**src/rtl/mufd_pkg.sv**
```systemverilog
package mufd_pkg;

  // Frame layout, byte positions in transmission order
  localparam int unsigned FrameBytes = 31;
  localparam int unsigned CountSat   = 32;
  localparam int unsigned PosInst    = 3;
  localparam int unsigned PosPrice   = 7;
  localparam int unsigned PosSeq     = 15;
  localparam int unsigned PosTime    = 23;

  typedef logic [5:0] byte_cnt_t;

  typedef enum logic [2:0] {
    ERR_OK         = 3'd0,
    ERR_SIZE       = 3'd1,
    ERR_VERSION    = 3'd2,
    ERR_EXCHANGE   = 3'd3,
    ERR_INSTRUMENT = 3'd4,
    ERR_PRICE      = 3'd5,
    ERR_SEQUENCE   = 3'd6
  } err_code_e;

  // Register indexes on the configuration port
  localparam logic [1:0] CfgProtocolVersion = 2'd0;
  localparam logic [1:0] CfgExchangeCount   = 2'd1;
  localparam logic [1:0] CfgInstrumentCount = 2'd2;

  localparam logic [7:0]  ProtocolVersionRst = 8'h01;
  localparam logic [16:0] ExchangeCountRst   = 17'h1_0000;
  localparam logic [32:0] InstrumentCountRst = 33'h1_0000_0000;

  typedef struct packed {
    logic [7:0]  protocol_version;
    logic [16:0] exch_limit;
    logic [32:0] inst_limit;
  } cfg_t;

  // One collected frame, handed from the front to the back
  typedef struct packed {
    logic        size_ok;
    logic [7:0]  version;
    logic [15:0] exchange;
    logic [31:0] instrument;
    logic [63:0] price;
    logic [63:0] sequence_num;
    logic [63:0] timestamp;
  } frame_rec_t;

endpackage

```
**src/rtl/mufd_in_if.sv**
```systemverilog
interface mufd_in_if;
  logic       valid;
  logic       ready;
  logic [7:0] data_byte;
  logic       frame_end;

  modport source (output valid, output data_byte, output frame_end, input ready);
  modport sink (input valid, input data_byte, input frame_end, output ready);
endinterface

```
**src/rtl/mufd_out_if.sv**
```systemverilog
interface mufd_out_if;
  logic        valid;
  logic        ready;
  logic [2:0]  error_code;
  logic [15:0] exch_id;
  logic [31:0] inst_id;
  logic [62:0] price;
  logic [63:0] sequence_res;
  logic [63:0] timestamp_ns;

  modport source (output valid, output error_code, output exch_id, output inst_id,
                  output price, output sequence_res, output timestamp_ns, input ready);
  modport sink (input valid, input error_code, input exch_id, input inst_id,
                input price, input sequence_res, input timestamp_ns, output ready);
endinterface

```
**src/rtl/mufd_front.sv**
```systemverilog
module mufd_front (
  input  logic                 clk_i,
  input  logic                 rst_ni,
  mufd_in_if.sink              in_i,
  input  logic                 full_i,
  output logic                 push_o,
  output mufd_pkg::frame_rec_t rec_o
);

  mufd_pkg::byte_cnt_t count_q, count_d;
  logic [7:0]  version_q, version_d;
  logic [15:0] exch_q, exch_d;
  logic [31:0] inst_q, inst_d;
  logic [63:0] price_q, price_d;
  logic [63:0] seq_q, seq_d;
  logic [63:0] time_q, time_d;
  logic        accept;
  logic [7:0]  b;

  assign in_i.ready = !full_i;
  assign accept     = in_i.valid && in_i.ready;
  assign b          = in_i.data_byte;

  // Route the byte into the field that owns its position, MSB first
  always_comb begin
    version_d = version_q;
    exch_d    = exch_q;
    inst_d    = inst_q;
    price_d   = price_q;
    seq_d     = seq_q;
    time_d    = time_q;
    if (count_q == '0) begin
      version_d = b;
    end else if (count_q < mufd_pkg::byte_cnt_t'(mufd_pkg::PosInst)) begin
      exch_d = {exch_q[7:0], b};
    end else if (count_q < mufd_pkg::byte_cnt_t'(mufd_pkg::PosPrice)) begin
      inst_d = {inst_q[23:0], b};
    end else if (count_q < mufd_pkg::byte_cnt_t'(mufd_pkg::PosSeq)) begin
      price_d = {price_q[55:0], b};
    end else if (count_q < mufd_pkg::byte_cnt_t'(mufd_pkg::PosTime)) begin
      seq_d = {seq_q[55:0], b};
    end else if (count_q < mufd_pkg::byte_cnt_t'(mufd_pkg::FrameBytes)) begin
      time_d = {time_q[55:0], b};
    end
    if (count_q == mufd_pkg::byte_cnt_t'(mufd_pkg::CountSat)) begin
      count_d = count_q;
    end else begin
      count_d = count_q + 6'd1;
    end
  end

  always_ff @(posedge clk_i or negedge rst_ni) begin
    if (!rst_ni) begin
      count_q <= '0;
    end else if (accept) begin
      count_q <= in_i.frame_end ? '0 : count_d;
    end
  end

  always_ff @(posedge clk_i) begin
    if (accept) begin
      version_q <= version_d;
      exch_q    <= exch_d;
      inst_q    <= inst_d;
      price_q   <= price_d;
      seq_q     <= seq_d;
      time_q    <= time_d;
    end
  end

  assign push_o = accept && in_i.frame_end;

  always_comb begin
    rec_o.size_ok      = (count_q == mufd_pkg::byte_cnt_t'(mufd_pkg::FrameBytes - 1));
    rec_o.version      = version_d;
    rec_o.exchange     = exch_d;
    rec_o.instrument   = inst_d;
    rec_o.price        = price_d;
    rec_o.sequence_num = seq_d;
    rec_o.timestamp    = time_d;
  end

`ifndef SYNTHESIS
  a_count_clears: assert property (@(posedge clk_i) disable iff (!rst_ni)
    push_o |=> count_q == '0)
    else $error("byte counter not cleared after frame end");
`endif

endmodule

```
**src/rtl/mufd_fifo.sv**
```systemverilog
module mufd_fifo #(
  parameter int unsigned Depth = 2
) (
  input  logic                 clk_i,
  input  logic                 rst_ni,
  input  logic                 push_i,
  input  mufd_pkg::frame_rec_t push_rec_i,
  output logic                 full_o,
  input  logic                 pop_i,
  output logic                 valid_o,
  output mufd_pkg::frame_rec_t head_o
);

  localparam int unsigned AddrW = (Depth > 1) ? $clog2(Depth) : 1;
  localparam int unsigned CntW  = $clog2(Depth + 1);

  mufd_pkg::frame_rec_t mem_q [Depth];
  logic [AddrW-1:0] wr_ptr_q, rd_ptr_q;
  logic [CntW-1:0]  cnt_q;

  assign full_o  = (cnt_q == CntW'(Depth));
  assign valid_o = (cnt_q != '0);
  assign head_o  = mem_q[rd_ptr_q];

  always_ff @(posedge clk_i) begin
    if (push_i) begin
      mem_q[wr_ptr_q] <= push_rec_i;
    end
  end

  always_ff @(posedge clk_i or negedge rst_ni) begin
    if (!rst_ni) begin
      wr_ptr_q <= '0;
      rd_ptr_q <= '0;
      cnt_q    <= '0;
    end else begin
      if (push_i) begin
        wr_ptr_q <= (wr_ptr_q == AddrW'(Depth - 1)) ? '0 : wr_ptr_q + AddrW'(1);
      end
      if (pop_i) begin
        rd_ptr_q <= (rd_ptr_q == AddrW'(Depth - 1)) ? '0 : rd_ptr_q + AddrW'(1);
      end
      if (push_i && !pop_i) begin
        cnt_q <= cnt_q + CntW'(1);
      end else if (pop_i && !push_i) begin
        cnt_q <= cnt_q - CntW'(1);
      end
    end
  end

`ifndef SYNTHESIS
  a_no_overflow: assert property (@(posedge clk_i) disable iff (!rst_ni)
    push_i |-> !full_o)
    else $error("frame queue overflow");
  a_no_underflow: assert property (@(posedge clk_i) disable iff (!rst_ni)
    pop_i |-> valid_o)
    else $error("frame queue underflow");
`endif

endmodule

```
**src/rtl/mufd_back.sv**
```systemverilog
module mufd_back (
  input  logic                 clk_i,
  input  logic                 rst_ni,
  input  mufd_pkg::cfg_t       cfg_i,
  input  logic                 valid_i,
  input  mufd_pkg::frame_rec_t rec_i,
  output logic                 pop_o,
  mufd_out_if.source           out_o
);

  mufd_pkg::err_code_e err;
  logic        out_valid_q;
  logic [2:0]  err_q;
  logic [15:0] exch_q;
  logic [31:0] inst_q;
  logic [62:0] price_q;
  logic [63:0] seq_q;
  logic [63:0] time_q;
  logic        ok;

  // Checks in priority order; first failure wins
  always_comb begin
    if (!rec_i.size_ok) begin
      err = mufd_pkg::ERR_SIZE;
    end else if (rec_i.version != cfg_i.protocol_version) begin
      err = mufd_pkg::ERR_VERSION;
    end else if ({1'b0, rec_i.exchange} >= cfg_i.exch_limit) begin
      err = mufd_pkg::ERR_EXCHANGE;
    end else if ({1'b0, rec_i.instrument} >= cfg_i.inst_limit) begin
      err = mufd_pkg::ERR_INSTRUMENT;
    end else if (rec_i.price == '0 || rec_i.price[63]) begin
      err = mufd_pkg::ERR_PRICE;
    end else if (rec_i.sequence_num == '0) begin
      err = mufd_pkg::ERR_SEQUENCE;
    end else begin
      err = mufd_pkg::ERR_OK;
    end
  end

  assign ok    = (err == mufd_pkg::ERR_OK);
  assign pop_o = valid_i && (!out_valid_q || out_o.ready);

  always_ff @(posedge clk_i or negedge rst_ni) begin
    if (!rst_ni) begin
      out_valid_q <= 1'b0;
    end else if (pop_o) begin
      out_valid_q <= 1'b1;
    end else if (out_o.ready) begin
      out_valid_q <= 1'b0;
    end
  end

  always_ff @(posedge clk_i) begin
    if (pop_o) begin
      err_q   <= err;
      exch_q  <= ok ? rec_i.exchange : '0;
      inst_q  <= ok ? rec_i.instrument : '0;
      price_q <= ok ? rec_i.price[62:0] : '0;
      seq_q   <= ok ? rec_i.sequence_num : '0;
      time_q  <= ok ? rec_i.timestamp : '0;
    end
  end

  assign out_o.valid        = out_valid_q;
  assign out_o.error_code   = err_q;
  assign out_o.exch_id      = exch_q;
  assign out_o.inst_id      = inst_q;
  assign out_o.price        = price_q;
  assign out_o.sequence_res = seq_q;
  assign out_o.timestamp_ns = time_q;

`ifndef SYNTHESIS
  a_err_zero_data: assert property (@(posedge clk_i) disable iff (!rst_ni)
    (out_valid_q && err_q != mufd_pkg::ERR_OK) |->
      (exch_q == '0 && inst_q == '0 && price_q == '0 && seq_q == '0 && time_q == '0))
    else $error("data fields not zeroed on error");
  a_pop_loads: assert property (@(posedge clk_i) disable iff (!rst_ni)
    pop_o |=> out_valid_q)
    else $error("popped frame did not reach the output register");
`endif

endmodule

```
**src/rtl/market_update_frame_decoder_unit.sv**
```systemverilog
// Market-update frame decoder. Bytes of a 31-byte big-endian frame (version,
// 16-bit exchange id, 32-bit instrument id, 64-bit price, 64-bit sequence,
// 64-bit timestamp) enter on in_i at one byte per cycle while the queue is
// not full, with frame_end on the last byte; each frame end yields one result
// on out_o carrying an error code (0 ok, 1 size, 2 version, 3 exchange,
// 4 instrument, 5 price, 6 sequence, first failing check wins) and the
// decoded fields, all zero on error. The front collector shifts each byte
// into its field register; at frame end the collected frame goes into a
// QueueDepth-entry queue, and the back checker loads the queue head into a
// registered result once that register is empty or being transferred, so a
// frame passes the queue entry and the result register before out_o.valid
// rises. The front keeps taking bytes while results wait on out_o and stalls
// only when the queue is full. Configuration registers are written through
// cfg_we_i / cfg_idx_i / cfg_data_i (0 protocol version, 1 exchange limit,
// 2 instrument limit; index 3 is ignored) and must only be changed while no
// frame is in flight.
module market_update_frame_decoder_unit #(
  parameter int unsigned QueueDepth = 2
) (
  input  logic        clk_i,
  input  logic        rst_ni,
  mufd_in_if.sink     in_i,
  mufd_out_if.source  out_o,
  input  logic        cfg_we_i,
  input  logic [1:0]  cfg_idx_i,
  input  logic [32:0] cfg_data_i
);

  mufd_pkg::cfg_t       cfg_q;
  mufd_pkg::frame_rec_t push_rec;
  mufd_pkg::frame_rec_t head_rec;
  logic                 push;
  logic                 full;
  logic                 pop;
  logic                 head_valid;

  // Configuration registers; widths are masked by the part-selects
  always_ff @(posedge clk_i or negedge rst_ni) begin
    if (!rst_ni) begin
      cfg_q.protocol_version <= mufd_pkg::ProtocolVersionRst;
      cfg_q.exch_limit       <= mufd_pkg::ExchangeCountRst;
      cfg_q.inst_limit       <= mufd_pkg::InstrumentCountRst;
    end else if (cfg_we_i) begin
      case (cfg_idx_i)
        mufd_pkg::CfgProtocolVersion: cfg_q.protocol_version <= cfg_data_i[7:0];
        mufd_pkg::CfgExchangeCount:   cfg_q.exch_limit       <= cfg_data_i[16:0];
        mufd_pkg::CfgInstrumentCount: cfg_q.inst_limit       <= cfg_data_i;
        default: begin
          // unused index: drop the write
        end
      endcase
    end
  end

  // Front: collect bytes, hand off one record per frame
  mufd_front u_front (
    .clk_i  (clk_i),
    .rst_ni (rst_ni),
    .in_i   (in_i),
    .full_i (full),
    .push_o (push),
    .rec_o  (push_rec)
  );

  // Queue between the collector and the checker
  mufd_fifo #(
    .Depth (QueueDepth)
  ) u_fifo (
    .clk_i      (clk_i),
    .rst_ni     (rst_ni),
    .push_i     (push),
    .push_rec_i (push_rec),
    .full_o     (full),
    .pop_i      (pop),
    .valid_o    (head_valid),
    .head_o     (head_rec)
  );

  // Back: run the checks and hold the result until transferred
  mufd_back u_back (
    .clk_i   (clk_i),
    .rst_ni  (rst_ni),
    .cfg_i   (cfg_q),
    .valid_i (head_valid),
    .rec_i   (head_rec),
    .pop_o   (pop),
    .out_o   (out_o)
  );

endmodule

```
**src/flat_wrapper.sv**
```systemverilog
// flat-port wrapper written by rule: the top's interface ports become plain ports
module market_update_frame_decoder_unit_flat 
#(
  parameter int unsigned QueueDepth = 2
)
  (clk_i, rst_ni, cfg_we_i, cfg_idx_i, cfg_data_i, in_i_valid, in_i_data_byte, in_i_frame_end, in_i_ready, out_o_valid, out_o_error_code, out_o_exch_id, out_o_inst_id, out_o_price, out_o_sequence_res, out_o_timestamp_ns, out_o_ready);
  mufd_in_if in_i_i ();
  mufd_out_if out_o_i ();
  input  logic clk_i;
  input  logic rst_ni;
  input  logic cfg_we_i;
  input  logic [1:0] cfg_idx_i;
  input  logic [32:0] cfg_data_i;
  input wire logic [$bits(in_i_i.valid)-1:0] in_i_valid;
  input wire logic [$bits(in_i_i.data_byte)-1:0] in_i_data_byte;
  input wire logic [$bits(in_i_i.frame_end)-1:0] in_i_frame_end;
  output wire logic [$bits(in_i_i.ready)-1:0] in_i_ready;
  output wire logic [$bits(out_o_i.valid)-1:0] out_o_valid;
  output wire logic [$bits(out_o_i.error_code)-1:0] out_o_error_code;
  output wire logic [$bits(out_o_i.exch_id)-1:0] out_o_exch_id;
  output wire logic [$bits(out_o_i.inst_id)-1:0] out_o_inst_id;
  output wire logic [$bits(out_o_i.price)-1:0] out_o_price;
  output wire logic [$bits(out_o_i.sequence_res)-1:0] out_o_sequence_res;
  output wire logic [$bits(out_o_i.timestamp_ns)-1:0] out_o_timestamp_ns;
  input wire logic [$bits(out_o_i.ready)-1:0] out_o_ready;
  assign in_i_i.valid = in_i_valid;
  assign in_i_i.data_byte = in_i_data_byte;
  assign in_i_i.frame_end = in_i_frame_end;
  assign in_i_ready = in_i_i.ready;
  assign out_o_valid = out_o_i.valid;
  assign out_o_error_code = out_o_i.error_code;
  assign out_o_exch_id = out_o_i.exch_id;
  assign out_o_inst_id = out_o_i.inst_id;
  assign out_o_price = out_o_i.price;
  assign out_o_sequence_res = out_o_i.sequence_res;
  assign out_o_timestamp_ns = out_o_i.timestamp_ns;
  assign out_o_i.ready = out_o_ready;
  market_update_frame_decoder_unit #(.QueueDepth(QueueDepth)) u_core (.clk_i(clk_i), .rst_ni(rst_ni), .in_i(in_i_i), .out_o(out_o_i), .cfg_we_i(cfg_we_i), .cfg_idx_i(cfg_idx_i), .cfg_data_i(cfg_data_i));
endmodule
```
**config.mk**
```make
export PLATFORM = sky130hd
export DESIGN_NAME = market_update_frame_decoder_unit_flat
export DESIGN_NICKNAME = d
export VERILOG_FILES = /design/src/rtl/mufd_pkg.sv /design/src/rtl/mufd_in_if.sv /design/src/rtl/mufd_out_if.sv /design/src/rtl/mufd_front.sv /design/src/rtl/mufd_fifo.sv /design/src/rtl/mufd_back.sv /design/src/rtl/market_update_frame_decoder_unit.sv /design/src/flat_wrapper.sv
export SDC_FILE = /design/constraint.sdc
export NUM_CORES = 1
export LEC_CHECK = 0
export ABC_AREA = 1
export BUFFER_PORTS_ARGS = -buffer_cell sky130_fd_sc_hd__buf_2
export CORE_UTILIZATION = 45
export DETAILED_ROUTE_END_ITERATION = 12
export HOLD_SLACK_MARGIN = 0.12
export PLACE_DENSITY = 0.73
export SYNTH_ARGS = -nofsm -noshare
export SYNTH_HDL_FRONTEND = slang
export SYNTH_SLANG_ARGS = --single-unit
export TNS_END_PERCENT = 10
```
**constraint.sdc**
```tcl
create_clock -name clk_i -period 34.2 [get_ports clk_i]
set_clock_uncertainty 0.2 [all_clocks]
set_input_delay 0 -clock clk_i [delete_from_list [all_inputs] [get_ports clk_i]]
set_output_delay 0 -clock clk_i [all_outputs]
set_load 0.01 [all_outputs]
```
; ---- Yosys cells after proc, flatten, opt, wreduce, memory -nomap -nowiden
; Memory sizes are Yosys's and may differ from the RTL's.
; Cells that the tools add are included.
; W data, S select, Z words.
[word_totals]
regBits = 559
mem_bits_rw = 498
input_bits = 49
word_cells = 100
n_memories = 1
[memory_table]
columns = name, words, width, rd, rd_clocked_by_memory_dff, wr, line_no
row1 = u_core.u_fifo.mem_q, 2, 249, 1, 0, 1, mufd_fifo.sv:17  ; mufd_pkg::frame_rec_t mem_q [Depth];
[op_classes]
n_addsub = 5
order_cmp = 7
eq_ne = 7
n_mux = 37
reduce_logical = 23
[op_table]
columns = cell, n
row1 = $mux W64, 15
row2 = $logic_not A64 Y1, 2
row3 = $mux W32, 3
row4 = $ge A32 B33 Y1, 1
row5 = $mux W16, 2
row6 = $mux W3, 6
row7 = $ge A16 B17 Y1, 1
row8 = $lt A6 B5 Y1 const B, 2
row9 = $mux W6, 2
row10 = $mux W8, 1
row11 = $ne A8 B8 Y1, 1
row12 = $reduce_and A2 Y1, 4
row13 = $add A6 B1 Y6 const B, 1
row14 = $eq A6 B5 Y1 const B, 1
row15 = $eq A6 B6 Y1 const B, 1
row16 = $logic_not A6 Y1, 1
row17 = $lt A6 B2 Y1 const B, 1
row18 = $lt A6 B3 Y1 const B, 1
row19 = $lt A6 B4 Y1 const B, 1
row20 = $mux W1, 6
row21 = $reduce_bool A2 Y1, 3
row22 = $logic_and A1 B1 Y1, 5
row23 = $eq A2 B2 Y1 const B, 2
row24 = $logic_not A1 Y1, 4
row25 = other kinds (9), 12

; ---- Depth between registers and ports, before layout
; Gate-level depths: netlist (run 1).
; An unclocked memory read counts as a cell.
[depth]
depth_word = 9
mapped_depth = 28
depth_no_buf = 22

; ---- By module
; A second synthesis (run 1) with hierarchy kept.
[unflattened]
cells_unflattened = 3259
hier_area_um2 = 45458.6
[by_module_without_submodules]
columns = mod, n_inst, cells_each, area_per_inst_um2, seq_area_each_um2
row1 = mufd_fifo, 1, 800, 19007.0, 15054.4
row2 = mufd_back, 1, 1144, 12942.4, 7292.0
row3 = mufd_front, 1, 1056, 11019.3, 7597.3
row4 = market_update_frame_decoder_unit, 1, 259, 2489.9, 1455.1

; ---- Worst setup path after synthesis (run 1)
; No wires, ideal clock.
[synth_path]
path_kind = register to register
startpoint = reg u_core.u_back.out_valid_q (netlist: u_core.u_back.out_o.valid)
endpoint = reg u_core.u_fifo.cnt_q[1]
setup_ps = 131
t_arrival_ps = 13907
required_time_ps = 33869
path_slack_ps = 19962
stages_incl_launch_ff = 9
period_less_slack_ps = 14238
cell_sequence = dfrtp_1 -> inv_1 -> nor2_1 -> a21oi_1 -> inv_1 -> ha_1 -> a21oi_1 -> o21ai_0 -> xor2_1
[synth_via]
elab_chain_len = 6
word_cells_on_any_way = 8
classes_between = mux (1) / reduce/logical (7)
[synth_lines]
columns = element, line_no
row1 = from (decl), mufd_back.sv:12  ; logic out_valid_q;
row2 = from (signal assigned), mufd_back.sv:45  ; out_valid_q <= 1'b0;
row3 = from (signal assigned), mufd_back.sv:47  ; out_valid_q <= 1'b1;
row4 = from (signal assigned), mufd_back.sv:49  ; out_valid_q <= 1'b0;
row5 = $logic_not A1 Y1 (*), mufd_back.sv:41  ; assign pop_o = valid_i && (!out_valid_q || out_o.ready);
row6 = $logic_or A1 B1 Y1 (*), mufd_back.sv:41
row7 = $logic_and A1 B1 Y1 (*), mufd_back.sv:41
row8 = via u_core.pop, market_update_frame_decoder_unit.sv:34  ; logic pop;
row9 = $logic_not A1 Y1, mufd_fifo.sv:43  ; if (push_i && !pop_i) begin
row10 = $logic_and A1 B1 Y1, mufd_fifo.sv:43
row11 = $mux W2 / $reduce_bool A2 Y1 (equally long branches), -
row12 = to (signal assigned), mufd_fifo.sv:44  ; cnt_q <= cnt_q + CntW'(1);
row13 = to (signal assigned), mufd_fifo.sv:46  ; cnt_q <= cnt_q - CntW'(1);
row14 = to (decl), mufd_fifo.sv:19  ; logic [CntW-1:0] cnt_q;
; Mark *: on every way through the listed nets, which the timed path passes. The rest lies on a longest branch.
; A chain may end at the register's enable or synchronous reset.

==> results_dict.tcl, run 1 <==
set metrics [dict create \
    ys_top_cells_by_area "edfxtp_1 71%, nand2_1 5.4%, dfrtp_1 3.9%, nor2_1 3.9%, inv_1 3.4%" \
    die_y_um 307 \
    cp_max_fo 152 \
    swShare 0.323 \
    cts_root_buf "clkbuf_16" \
    leakagePower_nw 20.0 \
    end_kind "flop" \
    wl_met3_um 5550 \
    p_total_mw 4.24 \
    maxSlewViolCount 0 \
    r2r-end "u_core.u_back.out_o.timestamp_ns[50]" \
    drive_above_1_share 0.158 \
    yosysSeqAreaShare 0.748 \
    max_freq_ghz 0.147 \
    numPortBuffers 292 \
    io_pins 293 \
    seqPwrFrac 0.478 \
    clkTransAtPathRegs_ps 60 \
    nets 3776 \
    cts.repair.resized 0 \
    hold_viol_final 0 \
    status "finished clean" \
    yosysWarnings 0 \
    cts_setup_buffers 0 \
    crit_top_cell "nor2_1" \
    dr.pass1.iters 7 \
    cp_slowest_cell "buf_4" \
    r2r_cells 20 \
    antenna_found_initial 4 \
    cts_max_path_buffers 3 \
    synth_edf_count 988 \
    syn_inst 3259 \
    drc 0 \
    vias 25000 \
    wl_met1_um 42300 \
    rrSetupSlack_ps 27410 \
    netSwitchingPower_mw 1.37 \
    multi_input_area_sq_um 8560 \
    p_int_mw 2.87 \
    async_flop_share 0.0653 \
    period_minus_slack_ps 6790 \
    place_area_sq_um 44600 \
    cts_tree "yes" \
    rows 111 \
    postSynthAreaPerCell_sq_um 12.9 \
    cts-htree-levels 3 \
    seqCellArea_sq_um 31400 \
    reg2reg_from "u_core.u_fifo.rd_ptr_q" \
    whs_ps 172 \
    startpoint "u_core.u_fifo.rd_ptr_q" \
    drv_cap 0 \
    coreArea_sq_um 92100 \
    die_w_um 307 \
    ant_nets 0 \
    grt_pass1_wl_um 144000 \
    gr-total-overflow 0 \
    grt_max_degree 166 \
    combPwrFrac 0.254 \
    fin_crit_sh 0.199 \
    synth-seq-cells 1057 \
    fin_area_sq_um 49300 \
    tightestPinTransition_ps 1180 \
    hold_path_end "u_core.u_fifo.mem_q[0][70]" \
    synth_top_area_cell "edfxtp_1" \
    hold_class "in2reg" \
    setup_viol 0 \
    pre_cts_ws_ps 27290 \
    grt_pass1_vias 24400 \
    clock_latency_ps 690 \
    clock-sinks 1057 \
    dp_hpwl_um 58800 \
    numCtsBuffers 105 \
    path_cells "inv_4 > buf_4 > buf_4 > or2_2 > o21ai_0 > inv_1 > ha_1 > nand2_1 > nor2_1 > nand3b_1 > nor2_1 > a21oi_1 > nand3_1 > nor2_1 > nand2_1 > nand2_1 > a21oi_1 > nand2_8 > buf_4 > nor2_1" \
    critPathMaxStageDelay_ps 870 \
    globalplace.congestion 0.873 \
    slew_headroom 0.214 \
    dieArea_sq_um 94500 \
    drtIter0Drc 2034 \
    rsz0062_at_grt "no" \
    synth_area_sq_um 42000 \
    dr_wl_met2_um 44900 \
    start_util 0.456 \
    grt.total_usage 0.200 \
    routed.top_layer "met4" \
    synthFlopType "edfxtp_1" \
    wl_per_cell_um 19.1 \
    setup_slack_ps 27410 \
    synth_top_area_share 0.707 \
    routed_wl_um 95500 \
    pwr-share-clk 0.268 \
    area_delta_synth_final_pct 17.4 \
    required_ps 34380 \
    power_density_nw_per_um2 86.0 \
    fillers 7494 \
    fin_tns_setup_ps 0 \
    synth_fp_nets 3360 \
    min-delay-start "in_i_data_byte[6]" \
    ir_drop_uv 63.9 \
    arrival_ps 6970 \
    via_per_inst 4.99 \
    postCtsHoldBufs 123 \
    cp-start-kind "flop" \
    yosysUniqueCellTypes 38 \
    path_class "reg2reg" \
    min_path_cells 4 \
]
-- layer usage --
layer / global-route usage / up-vias
met2: 0.315 / 777
met5: 0 / -
met3: 0.0314 / 153
li1: - / 11900
met4: 0.0721 / 0
met1: 0.283 / 12200
-- per-stage QoR --
| stage | utilization | cells |
|---|---|---|
| 6_report | 0.535 | 5008 |
| 5_1_grt | 0.535 | 5006 |
| 4_1_cts | 0.535 | 5006 |
| 3_5_place_dp | 0.485 | 4688 |
| 3_3_place_gp | 0.485 | 4688 |
| 2_1_floorplan | - | 3259 |
-- sequential cells by signal, indices dropped and copies added (netlist names), 2 cells and up --
signal and count:
u_core.u_front.inst_q 32, u_core.u_fifo.mem_q 498, u_core.u_back.out_o.inst_id 32, u_core.cfg_q 58, u_core.u_front.price_q 64, u_core.u_back.out_o.timestamp_ns 64, u_core.u_back.out_o.sequence_res 64, u_core.u_front.exch_q 16
u_core.u_back.out_o.error_code 3, u_core.u_front.count_q 6, u_core.u_front.version_q 8, u_core.u_fifo.cnt_q 2, u_core.u_front.seq_q 64, u_core.u_back.out_o.price 63, u_core.u_front.time_q 64, u_core.u_back.out_o.exch_id 16
-- how the worst max path moves through the flow --
stage          cells after the start  slack (ps)                              endpoint
2_1_floorplan                      8       19960                u_core.u_fifo.cnt_q[1]
3_3_place_gp                      22       27440  u_core.u_back.out_o.timestamp_ns[53]
3_5_place_dp                      22       27290  u_core.u_back.out_o.timestamp_ns[50]
4_1_cts                           20       27290  u_core.u_back.out_o.sequence_res[55]
5_1_grt                           22       26850  u_core.u_back.out_o.timestamp_ns[42]
6_report                          20       27410  u_core.u_back.out_o.timestamp_ns[50]
-- area by class of cell --
cell class | instances | area share
clock inverter | 59 | 0.0125
clock buffer | 136 | 0.0563
antenna | 2 | 0.000102
inverter | 380 | 0.0292
timing repair buffer | 437 | 0.0590
tap | 1243 | 0.0316
multi-input combinational | 1694 | 0.174
sequential | 1057 | 0.637
-- cells in the mapped netlist, drive strengths merged (21+ instances only) --
master  number
mux2        72
mux2i       66
clkbuf      79
nor2       440
dfrtp       66
or2         52
nand2      605
o21ai      229
inv        379
buf         49
ha          52
edfxtp     988
nand3       21
a21oi      120
-- cells by family after synthesis --
group / after synthesis / share of synthesized area
adders and majority gates: 52 / 0.0155
and+or+nand+nor: 1138 / 0.107
AOI/OAI and AO/OA: 354 / 0.0425
buffers and inverters: 508 / 0.0494
DFF: 1057 / 0.748
muxes: 138 / 0.0351
xor gates and xnor gates: 12 / 0.00250
-- critical path: cells and delay by family (launching register included) --
family | cells | cell delay (ps)
AOI/OAI and AO/OA | 3 | 410
adders and majority gates | 1 | 230
buffers and inverters | 5 | 2850
DFF | 1 | 720
and+or+nand+nor | 11 | 1900
-- power groups by stage --
stage	Sequential [mW]	Clock, mW	Combinational (mW)
5_1_grt	2.05	1.20	1.19
3_5_place_dp	2.05	0	1.06
4_1_cts	2.02	1.16	1.08
3_3_place_gp	2.05	0	1.04
6_report	2.02	1.14	1.08
2_1_floorplan	2.17	0	0.615
-- cell usage in the layout (no fill, tap or decap), types with 6 or more instances in the layout --
| cell type | count |
|---|---|
| clkinv_2 | 13 |
| buf_4 | 18 |
| o21ai_1 | 13 |
| bufinv_16 | 9 |
| mux2_2 | 72 |
| inv_6 | 7 |
| nand3_1 | 20 |
| ha_1 | 52 |
| mux2i_1 | 66 |
| nand2_1 | 602 |
| nor3_1 | 6 |
| edfxtp_1 | 988 |
| or2_2 | 46 |
| inv_1 | 377 |
| clkbuf_16 | 105 |
| clkbuf_1 | 28 |
| dlygate4sd3_1 | 123 |
| a21oi_1 | 119 |
| buf_2 | 292 |
| nand4_1 | 6 |
| clkinv_1 | 22 |
| o21ai_0 | 216 |
| xnor2_1 | 7 |
| dfrtp_1 | 65 |
| nor2_1 | 437 |
Power figures use the tool's default switching activity.
==> run 2, diff against run 1 <==
clock period = 6.7 ns   (was 34.2 ns; I/O delays follow)
==> run 2 against run 1 <==
Setup slack lost 26000 ps. Critical path depth shrank 2. Sequential cell count did not move. Clock power grew to 5.1 times the previous value. Largest cell class unchanged.
==> results_dict.tcl, run 2 (synthesized netlist as in run 1, its figures left out) <==
set metrics [dict create \
    ir_drop_uv 338 \
    drive_above_1_share 0.159 \
    cts-htree-levels 3 \
    dp.cells 4692 \
    cp_top_family "simple AND/OR/NAND/NOR gates" \
    clock_latency_ps 680 \
    die_w_um 307 \
    start_util 0.456 \
    p_total_mw 21.6 \
    dr_wl_met2_um 44700 \
    setup_slack_ps 1830 \
    netSwitchingPower_mw 6.92 \
    slew_headroom 0.235 \
    dieArea_sq_um 94500 \
    combPwrFrac 0.253 \
    routed.top_layer "met5" \
    nets 3777 \
    r2r_cells 18 \
    wl_per_cell_um 18.9 \
    crit_cells 18 \
    pre_cts_ws_ps 1880 \
    largest_register "u_core.u_fifo.mem_q" \
    fillers 7566 \
    leakagePower_nw 20.0 \
    max_freq_ghz 0.205 \
    drv_cap 0 \
    cp-start-kind "flop" \
    pwr-share-clk 0.267 \
    critPathMaxStageDelay_ps 720 \
    clkTransAtPathRegs_ps 60 \
    reg2reg_from "u_core.u_fifo.rd_ptr_q" \
    rows 111 \
    numCtsBuffers 105 \
    cts_root_buf "clkbuf_16" \
    io_pins 293 \
    end_kind "flop" \
    cp_slowest_cell "dfrtp_4" \
    instances_no_fill 5004 \
    numPortBuffers 292 \
    hold_class "in2reg" \
    wl_met1_um 41500 \
    maxSlewViolCount 0 \
    seqPwrFrac 0.480 \
    power_density_nw_per_um2 439 \
    setup_viol 0 \
    hold_viol_final 0 \
    p_int_mw 14.7 \
    die_y_um 307 \
    crit_buf_inv 4 \
    layout_common_cells "988 x edfxtp_1, 602 x nand2_1, 437 x nor2_1, 377 x inv_1, 292 x buf_2" \
    crit_top_cell "nor2_1" \
    area_delta_synth_final_pct 17.4 \
    swShare 0.320 \
    min_path_cells 4 \
    period_minus_slack_ps 4870 \
    largest_reg_flops 498 \
    coreArea_sq_um 92100 \
    fin_crit_sh 0.727 \
    wl_met3_um 5340 \
    routed_wl_um 94600 \
    ant_nets 0 \
    utilization 0.535 \
    place_area_sq_um 44700 \
    rsz0062_at_grt "no" \
    clock-sinks 1057 \
    path_class "reg2reg" \
    status "finished clean" \
    fin_area_sq_um 49300 \
    rrSetupSlack_ps 1830 \
    grt.total_usage 0.198 \
    cp_max_fo 82 \
    grt_pass1_vias 24100 \
    whs_ps 210 \
    arrival_ps 5180 \
    drc 0 \
    dp_hpwl_um 58500 \
    required_ps 7010 \
    vias 24900 \
    min-delay-start "in_i_data_byte[6]" \
    fin_tns_setup_ps 0 \
    hold_path_end "u_core.u_fifo.mem_q[1][70]" \
    grt_max_degree 167 \
    cts_tree "yes" \
    gr-total-overflow 0 \
    r2r-end "u_core.u_back.out_o.sequence_res[42]" \
    globalplace.congestion 0.874 \
    grt_pass1_wl_um 142000 \
    path_cells "buf_4 > o21ai_0 > inv_1 > ha_1 > nand2_1 > nor2_1 > nand2_1 > nor2_1 > a21oi_1 > nand3_1 > nor2_1 > inv_1 > nor2_1 > nor2_2 > nor2_1 > nand2_8 > buf_12 > nor2_1" \
    drtIter0Drc 2117 \
    via_per_inst 4.98 \
    dr.pass1.iters 7 \
    antenna_found_initial 7 \
    cts_max_path_buffers 3 \
    mostFrequentLayoutCell "edfxtp_1" \
    tightestPinTransition_ps 1150 \
]
run 2: changes by cell type in the layout (fill, tap and decap cells not counted), moves of 2 or more:
cell | previous run | this run
buf_12 | 4 | 7
bufinv_16 | 9 | 11
clkbuf_1 | 28 | 26
clkbuf_16 | 105 | 107
clkbuf_8 | 3 | 1
clkinv_16 | 2 | 0
clkinv_2 | 13 | 18
dlygate4sd3_1 | 123 | 120
inv_16 | 2 | 0
inv_6 | 7 | 3
run 2: power by group through the flow:
stage / logic (mW) / clock network, mW / registers, mW
after floorplan: 3.14 / 0 / 10.8
after global placement: 5.28 / 0 / 10.5
after detailed placement: 5.41 / 0 / 10.5
after CTS: 5.51 / 5.87 / 10.4
after global routing: 6.08 / 6.11 / 10.5
final: 5.46 / 5.77 / 10.4
run 2: worst max path at each step:
stage,startpoint,end,slack [ps]
2_1_floorplan,u_core.u_fifo.cnt_q[0],u_core.u_fifo.mem_q[0][0],-1500
3_3_place_gp,u_core.u_fifo.rd_ptr_q,u_core.u_back.out_o.price[42],1950
3_5_place_dp,u_core.u_fifo.rd_ptr_q,u_core.u_back.out_o.inst_id[0],1880
4_1_cts,u_core.u_fifo.rd_ptr_q,u_core.u_back.out_o.sequence_res[42],1860
5_1_grt,u_core.u_fifo.rd_ptr_q,u_core.u_back.out_o.sequence_res[17],1550
6_report,u_core.u_fifo.rd_ptr_q,u_core.u_back.out_o.sequence_res[42],1830
run 2: layout make-up:
class                           instances  area (sq um)  share of cell area
Clock inverter                         57           562              0.0114
Sequential cell                      1057         31400               0.638
Clock buffer                          134          2790              0.0566
Antenna cell                            1          2.50           0.0000508
Timing Repair Buffer                  438          2950              0.0598
Multi-Input combinational cell       1694          8560               0.174
Tap cell                             1243          1560              0.0316
Inverter                              380          1440              0.0292
run 2: per-layer routing:
metal  vias up  global-route usage
li1      11900                   -
met1     12100               0.280
met5         -                   0
met3       183              0.0277
met2       756               0.313
met4         2              0.0772
run 2: worst reg2reg max path, cell delays in order, from the launching register on:
cell,delay (ps)
dfrtp_4,720
buf_4,690
o21ai_0,290
inv_1,180
ha_1,280
nand2_1,100
nor2_1,70
nand2_1,80
nor2_1,60
a21oi_1,130
nand3_1,80
nor2_1,390
inv_1,100
nor2_1,150
nor2_2,60
nor2_1,260
nand2_8,300
buf_12,340
nor2_1,230
run 2: repair_timing:
item,in CTS,in global routing
endpoints found under the hold margin,283,0
endpoints found under the setup margin,0,0
resized for setup,0,0
hold buffers,120,0
setup buffers,0,0
